[config.mk]
export PLATFORM = sky130hd
export DESIGN_NAME = ipg_cell
export DESIGN_NICKNAME = d
export VERILOG_FILES = /design/src/rtl/core/incremental_prime_generator_macros.svh /design/src/rtl/core/ipg_pkg.sv /design/src/rtl/core/ipg_cell.sv
export SDC_FILE = /design/constraint.sdc
export NUM_CORES = 1
export LEC_CHECK = 0
export BUFFER_PORTS_ARGS = -buffer_cell sky130_fd_sc_hd__buf_4
export CAP_MARGIN = 0
export CORE_MARGIN = 2
export CORE_UTILIZATION = 58
export DETAILED_ROUTE_END_ITERATION = 10
export PLACE_DENSITY = 0.85
export SLEW_MARGIN = 10
export SYNTH_ARGS = -nofsm -noshare
export SYNTH_HDL_FRONTEND = slang
export SYNTH_SLANG_ARGS = --single-unit
[constraint.sdc]
create_clock -name clk_i -period 5.6 [get_ports clk_i]
set_clock_uncertainty 0.2 [all_clocks]
set_input_delay 0.84 -clock clk_i [delete_from_list [all_inputs] [get_ports clk_i]]
set_output_delay 0.84 -clock clk_i [all_outputs]
set_load 0.05 [all_outputs]
[src/rtl/core/incremental_prime_generator_macros.svh]
// Assertion macros used by the prime generator top level.
`ifndef INCREMENTAL_PRIME_GENERATOR_MACROS_SVH
`define INCREMENTAL_PRIME_GENERATOR_MACROS_SVH

// Check that an expression holds at every clock edge outside reset.
`define IPG_ASSERT_HOLDS(lbl, clk, rstn, expr, msg) \
  lbl: assert property (@(posedge clk) disable iff (!rstn) (expr)) else $error(msg);

// Check that a condition is followed by a consequence in the next cycle.
`define IPG_ASSERT_NEXT(lbl, clk, rstn, ante, cons, msg) \
  lbl: assert property (@(posedge clk) disable iff (!rstn) (ante) |=> (cons)) else $error(msg);

`endif

[src/rtl/core/ipg_pkg.sv]
// Shared types and constants of the prime generator.
package ipg_pkg;

  // Default geometry
  localparam int MaxPrimesDefault     = 256;
  localparam int CandidateBitsDefault = 20;

  // Fixed field widths
  localparam int CountW = 17;

  // Seeds and reset values
  localparam int FirstCandidate = 2;
  localparam int SeedPrime      = 2;
  localparam int SeedMultiple   = 4;
  localparam int LimitReset     = 1000;

  // Control part of the token that travels down the cell row
  typedef struct packed {
    logic valid;  // token present in this stage
    logic hit;    // candidate matched a pending multiple upstream
    logic ins;    // candidate still wants a table slot if prime
  } tok_ctl_t;

endpackage

[src/rtl/core/ipg_cell.sv]
// One sieve cell: holds a prime and its pending multiple, passes the token on.
module ipg_cell import ipg_pkg::*; #(
  parameter int CandidateBits = CandidateBitsDefault,
  parameter bit First         = 1'b0
) (
  input  logic                     clk_i,
  input  logic                     rst_ni,
  input  logic                     init_i,
  input  tok_ctl_t                 ctl_i,
  input  logic [CandidateBits-1:0] cand_i,
  input  logic [CandidateBits-1:0] sq_i,
  output tok_ctl_t                 ctl_o,
  output logic [CandidateBits-1:0] cand_o,
  output logic [CandidateBits-1:0] sq_o
);

  localparam logic [CandidateBits-1:0] PrimeSeed = CandidateBits'(SeedPrime);
  localparam logic [CandidateBits:0]   MultSeed  = (CandidateBits + 1)'(SeedMultiple);

  logic                     valid_q, valid_d;
  logic [CandidateBits-1:0] prime_q, prime_d;
  logic [CandidateBits:0]   mult_q, mult_d;
  tok_ctl_t                 ctl_q, ctl_d;
  logic [CandidateBits-1:0] cand_q, sq_q;

  logic match, take;

  // Compare the passing candidate with this cell's multiple
  assign match = ctl_i.valid && valid_q && (mult_q == {1'b0, cand_i});
  // Claim the first free slot for a prime that needs storing
  assign take  = ctl_i.valid && !valid_q && !ctl_i.hit && ctl_i.ins;

  always_comb begin
    valid_d = valid_q;
    prime_d = prime_q;
    mult_d  = mult_q;
    if (init_i) begin
      valid_d = First;
      prime_d = First ? PrimeSeed : '0;
      mult_d  = First ? MultSeed : '0;
    end else if (match) begin
      mult_d = mult_q + {1'b0, prime_q};
    end else if (take) begin
      valid_d = 1'b1;
      prime_d = cand_i;
      mult_d  = {1'b0, sq_i};
    end
  end

  // Advance the token, folding in this cell's outcome
  always_comb begin
    ctl_d       = ctl_i;
    ctl_d.valid = ctl_i.valid && !init_i;
    ctl_d.hit   = ctl_i.hit || match;
    ctl_d.ins   = ctl_i.ins && !take;
  end

  always_ff @(posedge clk_i or negedge rst_ni) begin
    if (!rst_ni) begin
      valid_q <= First;
      prime_q <= First ? PrimeSeed : '0;
      mult_q  <= First ? MultSeed : '0;
      ctl_q   <= '0;
    end else begin
      valid_q <= valid_d;
      prime_q <= prime_d;
      mult_q  <= mult_d;
      ctl_q   <= ctl_d;
    end
  end

  // Token payload needs no reset
  always_ff @(posedge clk_i) begin
    cand_q <= cand_i;
    sq_q   <= sq_i;
  end

  assign ctl_o  = ctl_q;
  assign cand_o = cand_q;
  assign sq_o   = sq_q;

endmodule
==> results.py, run 1 <==
metrics = {
    "floorplan": {
        "num_rows": 29,
        "die_area_um2": 7250,
        "start_util_pct": 60.1,
        "io_pins": 89,
        "coreArea_um2": 6350,
        "fp.dieW_um": 85.1,
        "die_h_um": 85.1,
    },
    "synthesis": {
        "yosysTopAreaCell": "dfrtp_1",
        "synth_area_leaders": "dfrtp_1 (29%), dfxtp_1 (21%), ha_1 (6.6%)",
        "synth-edff-count": 0,
        "synth.most_common_cell": "nand2_1",
        "syn-num-nets": 446,
        "syn_area_um2": 3820,
        "ys_seq_elements": 85,
        "synth-seq-area-share_pct": 50.5,
        "asyncSetResetFlopFracSynth_pct": 52.9,
        "avgSynthCellArea_um2": 10.1,
        "synth_top_area_share_pct": 29.5,
        "syn_inst": 379,
        "ys.flop_type": "dfrtp_1",
        "yosys-top-cells-count": "nand2_1 (65), dfrtp_1 (45), dfxtp_1 (40)",
        "yosysUniqueCellTypes": 48,
        "yosysWarningCount": 0,
    },
    "placement": {
        "dp.cells": 535,
        "dp_slack_ns": 2.29,
        "gp_congestion": 0.946,
        "place.port_buffers": 88,
        "post-dp-hpwl_mm": 6.96,
    },
    "final_layout": {
        "drive_above_1_share_pct": 24.7,
        "finalNonFillerCells": 551,
        "insertedDiodeCount": 0,
        "fin_nets": 536,
        "area_delta_synth_final_pct": 23.9,
        "fillers": 458,
        "final_util_pct": 74.5,
    },
    "sta": {
        "hold_slack_ns": 0.282,
        "finalSetupViolations": 0,
        "drv_slew": 0,
        "maxSlewHeadroom_pct": 26.6,
        "min_period_ns": 3.02,
        "period_share_pct": 53.9,
        "rsz0062_at_grt": "no",
        "tns_ns": 0,
        "setup_ws_ns": 2.58,
        "worst_slew_pin_slew_ns": 1.10,
        "fmax_mhz": 331,
        "hold_viol": 0,
    },
    "clock_network": {
        "cts_resized": 0,
        "insertion_delay_ns": 0.36,
        "path_clk_slew_ns": 0.08,
        "clkSinkCount": 85,
        "cts.htree.levels": 3,
        "cts_hold_buffers": 0,
        "numCtsBuffers": 9,
        "cts_max_path_buffers": 2,
        "cts_tree": "yes",
        "root_buffer": "clkbuf_8",
        "cts_setup_buffers": 0,
    },
    "worst_setup_path": {
        "start_kind": "primary input",
        "r2r_cells": 9,
        "timing.rr.end": "mult_q[20]",
        "cp-end-kind": "register",
        "worstPathRequired_ns": 5.67,
        "critPathMaxFanout": 26,
        "r2r_slack_ns": 2.73,
        "critPathArrivalTime_ns": 3.09,
        "crit_type": "in -> reg",
        "r2r_start": "mult_q[0]",
    },
    "power": {
        "power_density_nw_per_um2": 290,
        "p_leak_nw": 2.27,
        "ir_drop_mv": 0.216,
    },
    "global_routing": {
        "grt_max_degree": 46,
        "grt_pass1_wl_mm": 15.4,
        "grt_overflow": 0,
        "antenna_found_initial": 0,
        "grt.total_usage_pct": 27.3,
        "grt_pass1_vias": 3242,
    },
    "drt": {
        "top_layer": "met4",
        "via_count": 3279,
        "drt_iter0_drc": 284,
        "totalWireLength_mm": 9.64,
        "drt-met1-wl_mm": 4.13,
        "avgViaCountPerCell": 5.95,
        "postRouteAntennaNets": 0,
        "drc": 0,
        "avgRoutedWirePerCell_um": 17.5,
        "met3_length_um": 624,
        "dr_wl_met2_mm": 4.71,
        "drtPass1Iterations": 4,
    },
    "worst_hold_path": {
        "min_path_type": "in -> async",
    },
    "status": {
        "status": "finished clean",
    },
    "flow_run": {
        "drv_cap": 0,
    },
}
## cells in the final DEF (no fill, tap or decap), types with 3 or more instances in the layout
cell type and count:
o31ai_1 3, ha_1 20, o21ai_0 21, clkinv_2 3, nor2b_1 3, buf_4 90
nand2_1 65, clkbuf_8 9, inv_1 7, nor2_1 8, xnor2_1 24, o211ai_1 4
o21a_1 4, xor2_1 13, nand4_1 7, dfxtp_1 40, dfrtp_1 45, nand3_1 28
a21oi_1 17, a22oi_1 13, o21bai_1 4, a31oi_1 5, a21o_1 7
## metal layers
metal / vias to the layer above / global-route usage [%]
met5: - / 0
met4: 0 / 11.5
met3: 18 / 4.38
met2: 141 / 43.9
met1: 1602 / 36.8
li1: 1518 / -
## per-stage QoR
| stage | area, µm² | power (mW) |
|---|---|---|
| final | 4730 | 1.37 |
| after global routing | 4730 | 1.43 |
| after CTS | 4730 | 1.38 |
| after detailed placement | 4550 | 0.971 |
| after global placement | 4550 | 0.962 |
| after floorplan | 3820 | 0.866 |
## state kept, by name (all words and copies together), names as in the netlist
signal	flops
cand_o	20
ctl_o	3
mult_q	21
prime_q	20
sq_o	20
valid_q	1
## power by group
| part | internal, mW | switching (mW) | total (mW) |
|---|---|---|---|
| clock | 0.204 | 0.207 | 0.411 |
| sequential | 0.648 | 0.0243 | 0.672 |
| combinational | 0.107 | 0.183 | 0.290 |
## critical path: stages
cell and delay, ns:
buf_4 0.12, nor3b_2 0.16, a21oi_2 0.14, buf_4 0.31, inv_2 0.28, a31oi_2 0.91, a22oi_1 0.16, o21ai_0 0.14
## cell families (layout without fill, tap and decap cells)
family          Yosys count  in the layout  synth area share [%]
xor+xnor                 37             37                  8.49
fa+ha+maj                21             21                  7.08
compound gates           93             93                  16.5
flops                    85             85                  50.5
buf+inv                  20            115                  2.00
simple gates            123            123                  15.4
## area by class of cell
cell class,instances,area (µm²),area share [%]
Inverter,9,33.8,0.714
Timing Repair Buffer,90,676,14.3
Multi-Input combinational cell,274,1820,38.4
Tap cell,77,96.3,2.04
Sequential cell,85,1930,40.7
Clock inverter,5,52.6,1.11
Clock buffer,11,131,2.78
## worst max-delay path by stage
| stage | endpoint | depth (start not counted) | slack (ns) | from |
|---|---|---|---|---|
| finish | mult_q[13] | 8 | 2.58 | ctl_i[2] |
| global route | mult_q[16] | 8 | 2.43 | ctl_i[2] |
| CTS | mult_q[16] | 8 | 2.65 | ctl_i[2] |
| detailed placement | mult_q[16] | 8 | 2.29 | ctl_i[2] |
| global placement | mult_q[14] | 8 | 2.37 | ctl_i[2] |
| floorplan | mult_q[20] | 9 | 2.98 | mult_q[0] |
No activity file was read; power rests on OpenSTA's default activity.
==> run 2, diff against run 1 <==
- CORE_UTILIZATION: 58 -> 54
- PLACE_DENSITY: 0.85 -> 0.8
- clock period: 5.6 -> 3.09 ns (I/O delays scaled with it)
==> run 2 against run 1 <==
Clock-buffer cell count is 1 lower. Worst setup slack worse by 2.3 ns. Worst hold slack worse by 0.27 ns. Flip-flop and latch count stayed put. Clock power is 71% higher. Final cell count is 3.8% higher.
==> results.py, run 2 (same netlist as run 1, synthesis figures left out) <==
metrics = {
    "status": {
        "status": "finished clean",
    },
    "flow_run": {
        "drv_cap": 0,
    },
    "floorplan": {
        "io_pins": 89,
        "die_area_um2": 7760,
        "coreArea_um2": 6830,
        "start_util_pct": 55.9,
        "fp.dieW_um": 88.1,
        "die_h_um": 88.1,
        "num_rows": 30,
    },
    "worst_setup_path": {
        "r2r_start": "mult_q[0]",
        "crit_type": "reg -> reg",
        "start_kind": "register",
        "timing.rr.end": "mult_q[20]",
        "r2r_slack_ns": 0.27,
        "critPathMaxFanout": 6,
        "worstPathRequired_ns": 3.13,
        "critPathArrivalTime_ns": 2.86,
        "cp-end-kind": "register",
        "r2r_cells": 9,
    },
    "drt": {
        "drt_iter0_drc": 226,
        "via_count": 3207,
        "drc": 0,
        "postRouteAntennaNets": 0,
        "totalWireLength_mm": 9.88,
        "avgViaCountPerCell": 5.61,
        "avgRoutedWirePerCell_um": 17.3,
        "drtPass1Iterations": 5,
    },
    "worst_hold_path": {
        "hold_path_depth": 1,
        "worstHoldStart": "sq_i[6]",
        "hold_path_end": "sq_o[6]",
        "min_path_type": "in -> reg",
    },
    "placement": {
        "dp_slack_ns": 0.300,
        "post-dp-hpwl_mm": 7.28,
        "dp.cells": 556,
        "gp_congestion": 0.890,
        "place_area_um2": 4590,
        "place.port_buffers": 88,
    },
    "sta": {
        "period_share_pct": 91.1,
        "worst_slew_pin_slew_ns": 1.07,
        "drv_slew": 0,
        "tns_ns": 0,
        "min_period_ns": 2.82,
        "maxSlewHeadroom_pct": 28.5,
        "setup_ws_ns": 0.273,
        "finalSetupViolations": 0,
        "fmax_mhz": 355,
        "rsz0062_at_grt": "no",
        "hold_viol": 0,
    },
    "final_layout": {
        "fin_nets": 539,
        "final_cell_mix": "buf_4 (92), nand2_1 (65), dfrtp_1 (45)",
        "fin_area_um2": 4770,
        "drive_above_1_share_pct": 25.2,
        "insertedDiodeCount": 0,
        "area_delta_synth_final_pct": 25.0,
        "final_common_cell": "buf_4",
        "largest_register": "mult_q",
        "finalNonFillerCells": 572,
        "final_util_pct": 69.9,
        "fillers": 573,
        "largest_register_ffs": 21,
    },
    "clock_network": {
        "root_buffer": "clkbuf_8",
        "insertion_delay_ns": 0.35,
        "numCtsBuffers": 9,
        "cts.htree.levels": 3,
        "cts_setup_buffers": 0,
        "clkSinkCount": 85,
        "cts_tree": "yes",
        "path_clk_slew_ns": 0.08,
        "cts_max_path_buffers": 2,
    },
    "power": {
        "ir_drop_mv": 0.324,
        "p_leak_nw": 2.28,
        "power_density_nw_per_um2": 513,
    },
    "global_routing": {
        "grt.total_usage_pct": 27.1,
        "grt_pass1_vias": 3131,
        "grt_pass1_wl_mm": 15.8,
        "antenna_found_initial": 0,
        "grt_max_degree": 46,
        "grt_overflow": 0,
    },
}
-- run 2: cell count changes in the layout (fill, tap and decap cells not counted), moves of 2 or more --
cell      change
buf_4         +2
clkinv_4      +2
clkbuf_1      -2
clkinv_2      -2
-- run 2: through the flow --
step,hold slack (ns),power (mW)
5_1_grt,0.00430,2.55
3_5_place_dp,0.269,1.77
2_1_floorplan,-0.0321,1.57
3_3_place_gp,0.257,1.76
4_1_cts,0.0122,2.46
6_report,0.0167,2.45
-- run 2: worst max-delay path by stage --
stage | depth (start not counted) | from | to | slack [ns]
floorplan | 9 | mult_q[0] | mult_q[20] | 0.47
detailed placement | 9 | mult_q[0] | mult_q[20] | 0.30
global placement | 9 | mult_q[0] | mult_q[20] | 0.38
CTS | 9 | mult_q[0] | mult_q[20] | 0.29
global route | 9 | mult_q[0] | mult_q[20] | 0.15
finish | 9 | mult_q[0] | mult_q[20] | 0.27
-- run 2: power breakdown --
group / leakage, nW / internal (mW) / switching [mW]
combinational: 1.27 / 0.197 / 0.332
sequential: 0.927 / 1.17 / 0.0435
clock: 0.0843 / 0.310 / 0.393
-- run 2: area by class of cell --
type	instances	area, µm²	share of cell area, %
inverters	9	33.8	0.708
multi-input cells	274	1820	38.0
clock buffers	10	138	2.88
well taps	96	120	2.52
flip-flops and latches	85	1930	40.4
repair buffers	93	701	14.7
clock inverters	5	37.5	0.787
-- run 2: routing by layer --
metal	wire [µm]	vias to the layer above	GRT usage (%)	part of all wire, %
met3	687	13	4.05	7.0
met1	4550	1526	38.8	46
met4	172	0	10.2	1.7
met5	0	-	0	0
met2	4470	139	41.7	45
li1	-	1529	-	-
-- run 2: repair_timing --
action                    4_1_cts  5_1_grt
resized for setup               0        0
hold buffers                    1        0
hold endpoints to repair       45        0
-- run 2: critical path, cell delays in order, from the launching register on --
cell	delay [ns]
dfrtp_1	0.41
ha_1	0.24
fa_1	0.42
a21o_1	0.20
nand4_1	0.11
nand3_2	0.11
a211o_4	0.39
o31a_1	0.35
o2111ai_1	0.21
nand2_1	0.07
==> run 3, diff against run 2 <==
- clock period: 3.09 -> 2.9 ns (I/O delays scaled with it)
==> run 3 against run 2 <==
Worst hold slack worse by 0.0021 ns. Flip-flop and latch count unchanged. Worst setup slack worse by 0.18 ns. Highest routed layer unchanged. Sequential power up 7%. Total power up 11%. Critical path type is now in -> reg. Die area unchanged.
==> results.py, run 3 (same netlist as run 1, synthesis figures left out) <==
metrics = {
    "status": {
        "status": "finished clean",
    },
    "sta": {
        "finalSetupViolations": 0,
        "worst_slew_pin_slew_ns": 0.669,
        "fmax_mhz": 356,
        "tns_ns": 0,
        "hold_viol": 0,
        "min_period_ns": 2.81,
        "rsz0062_at_grt": "no",
        "period_share_pct": 96.8,
        "drv_slew": 0,
        "maxSlewHeadroom_pct": 55.2,
        "setup_ws_ns": 0.0926,
    },
    "final_layout": {
        "insertedDiodeCount": 0,
        "fillers": 516,
        "drive_above_1_share_pct": 23.6,
        "multi_input_area_um2": 1830,
        "final_cell_mix": "buf_4 (93), nand2_1 (65), dfrtp_1 (45)",
        "largest_register": "mult_q",
        "largest_register_ffs": 21,
        "seqCellArea_um2": 1930,
        "fin_nets": 578,
        "final_common_cell": "buf_4",
        "area_delta_synth_final_pct": 35.8,
        "fin_area_um2": 5180,
    },
    "floorplan": {
        "die_area_um2": 7760,
        "num_rows": 30,
        "fp.dieW_um": 88.1,
        "coreArea_um2": 6830,
        "io_pins": 89,
        "die_h_um": 88.1,
        "start_util_pct": 55.9,
    },
    "global_routing": {
        "antenna_found_initial": 0,
        "grt_max_degree": 46,
        "grt_pass1_vias": 3245,
        "grt_overflow": 0,
        "grt_pass1_wl_mm": 16.5,
        "grt.total_usage_pct": 28.5,
    },
    "power": {
        "intPower_mw": 1.89,
        "pwr-share-comb_pct": 22.6,
        "seqPwrFrac_pct": 47.5,
        "clockPowerShare_pct": 29.8,
        "switching_share_pct": 30.6,
        "ir_drop_mv": 0.368,
        "power_density_nw_per_um2": 527,
        "p_leak_nw": 2.44,
        "power.switching_uw": 836,
    },
    "placement": {
        "gp_congestion": 0.910,
        "dp_slack_ns": 0.113,
        "place_area_um2": 4590,
        "place.port_buffers": 88,
        "post-dp-hpwl_mm": 7.39,
    },
    "drt": {
        "drc": 0,
        "totalWireLength_mm": 10.8,
        "drt_iter0_drc": 290,
        "drtPass1Iterations": 6,
        "avgViaCountPerCell": 5.60,
        "postRouteAntennaNets": 0,
        "avgRoutedWirePerCell_um": 17.7,
        "via_count": 3430,
    },
    "clock_network": {
        "cts_setup_buffers": 0,
        "numCtsBuffers": 9,
        "clkSinkCount": 85,
        "insertion_delay_ns": 0.36,
        "root_buffer": "clkbuf_8",
        "path_clk_slew_ns": 0.08,
        "cts_max_path_buffers": 2,
        "cts.htree.levels": 3,
        "cts_tree": "yes",
    },
    "worst_hold_path": {
        "worstHoldStart": "cand_i[5]",
        "min_path_type": "in -> reg",
        "hold_path_depth": 1,
        "hold_path_end": "cand_o[5]",
    },
    "worst_setup_path": {
        "crit_type": "in -> reg",
        "r2r_slack_ns": 0.15,
        "r2r_start": "mult_q[0]",
        "critPathArrivalTime_ns": 2.88,
        "r2r_cells": 9,
        "crit_chain": "dlygate4sd3_1 -> buf_4 -> xnor2_1 -> nand4_1 -> nor4_4 -> nand3_2 -> inv_2 -> nand2_2 -> o31ai_1",
        "worstPathRequired_ns": 2.97,
        "critPathSlowestCell": "dlygate4sd3_1",
        "critPathMaxStageDelay_ns": 0.54,
        "cp-end-kind": "register",
        "critPathMaxFanout": 10,
        "start_kind": "primary input",
        "timing.rr.end": "mult_q[20]",
    },
    "flow_run": {
        "drv_cap": 0,
    },
}
==> run 3: what timing repair did <==
item,CTS,global route
hold buffers,28,11
endpoints found under the hold margin,72,11
endpoints found under the setup margin,0,3
resized for setup,0,3
==> run 3: worst max-delay path by stage <==
stage / from / end / slack, ns / depth (start not counted)
after floorplan: mult_q[0] / mult_q[20] / 0.28 / 9
after global placement: mult_q[0] / mult_q[20] / 0.19 / 9
after detailed placement: mult_q[0] / mult_q[20] / 0.11 / 9
after CTS: mult_q[0] / mult_q[20] / 0.09 / 9
after global routing: cand_i[12] / mult_q[14] / 0.0003 / 9
final: cand_i[12] / mult_q[14] / 0.09 / 9
==> run 3: cell type report <==
type / count / share of cell area, %
clock buffers: 12 / 2.61
clock inverters: 4 / 0.965
inverters: 9 / 0.652
multi-input cells: 274 / 35.3
flip-flops and latches: 85 / 37.2
well taps: 96 / 2.32
repair buffers: 132 / 21.0
==> run 3: per-layer routing <==
metal | up-vias | routed length, µm | GRT usage [%]
li1 | 1612 | - | -
met1 | 1642 | 4720 | 38.9
met2 | 160 | 5200 | 45.2
met3 | 16 | 715 | 6.97
met4 | 0 | 186 | 8.40
met5 | - | 0 | 0
==> run 3: stage by stage <==
step / utilization, % / total power [mW] / hold slack [ns] / cells
2_1_floorplan: - / 1.67 / -0.0606 / 379
3_3_place_gp: 67.3 / 1.88 / 0.257 / 557
3_5_place_dp: 67.3 / 1.89 / 0.272 / 557
4_1_cts: 74.1 / 2.72 / 0.000631 / 601
5_1_grt: 75.9 / 2.85 / 0.00176 / 612
6_report: 75.9 / 2.73 / 0.0146 / 612
==> run 3: worst max-delay path, delay by kind of cell <==
family	cells	cell delay (ns)
AO/OA/AOI/OAI	1	0.26
AND/OR/NAND/NOR	4	0.96
buffers and inverters	3	0.97
XOR/XNOR	1	0.25
==> run 3: power groups by stage <==
stage	Clock (mW)	Combinational [mW]	Sequential (mW)
6_report	0.815	0.618	1.30
2_1_floorplan	0	0.249	1.42
3_5_place_dp	0	0.566	1.32
5_1_grt	0.876	0.664	1.31
3_3_place_gp	0	0.558	1.32
4_1_cts	0.824	0.598	1.30
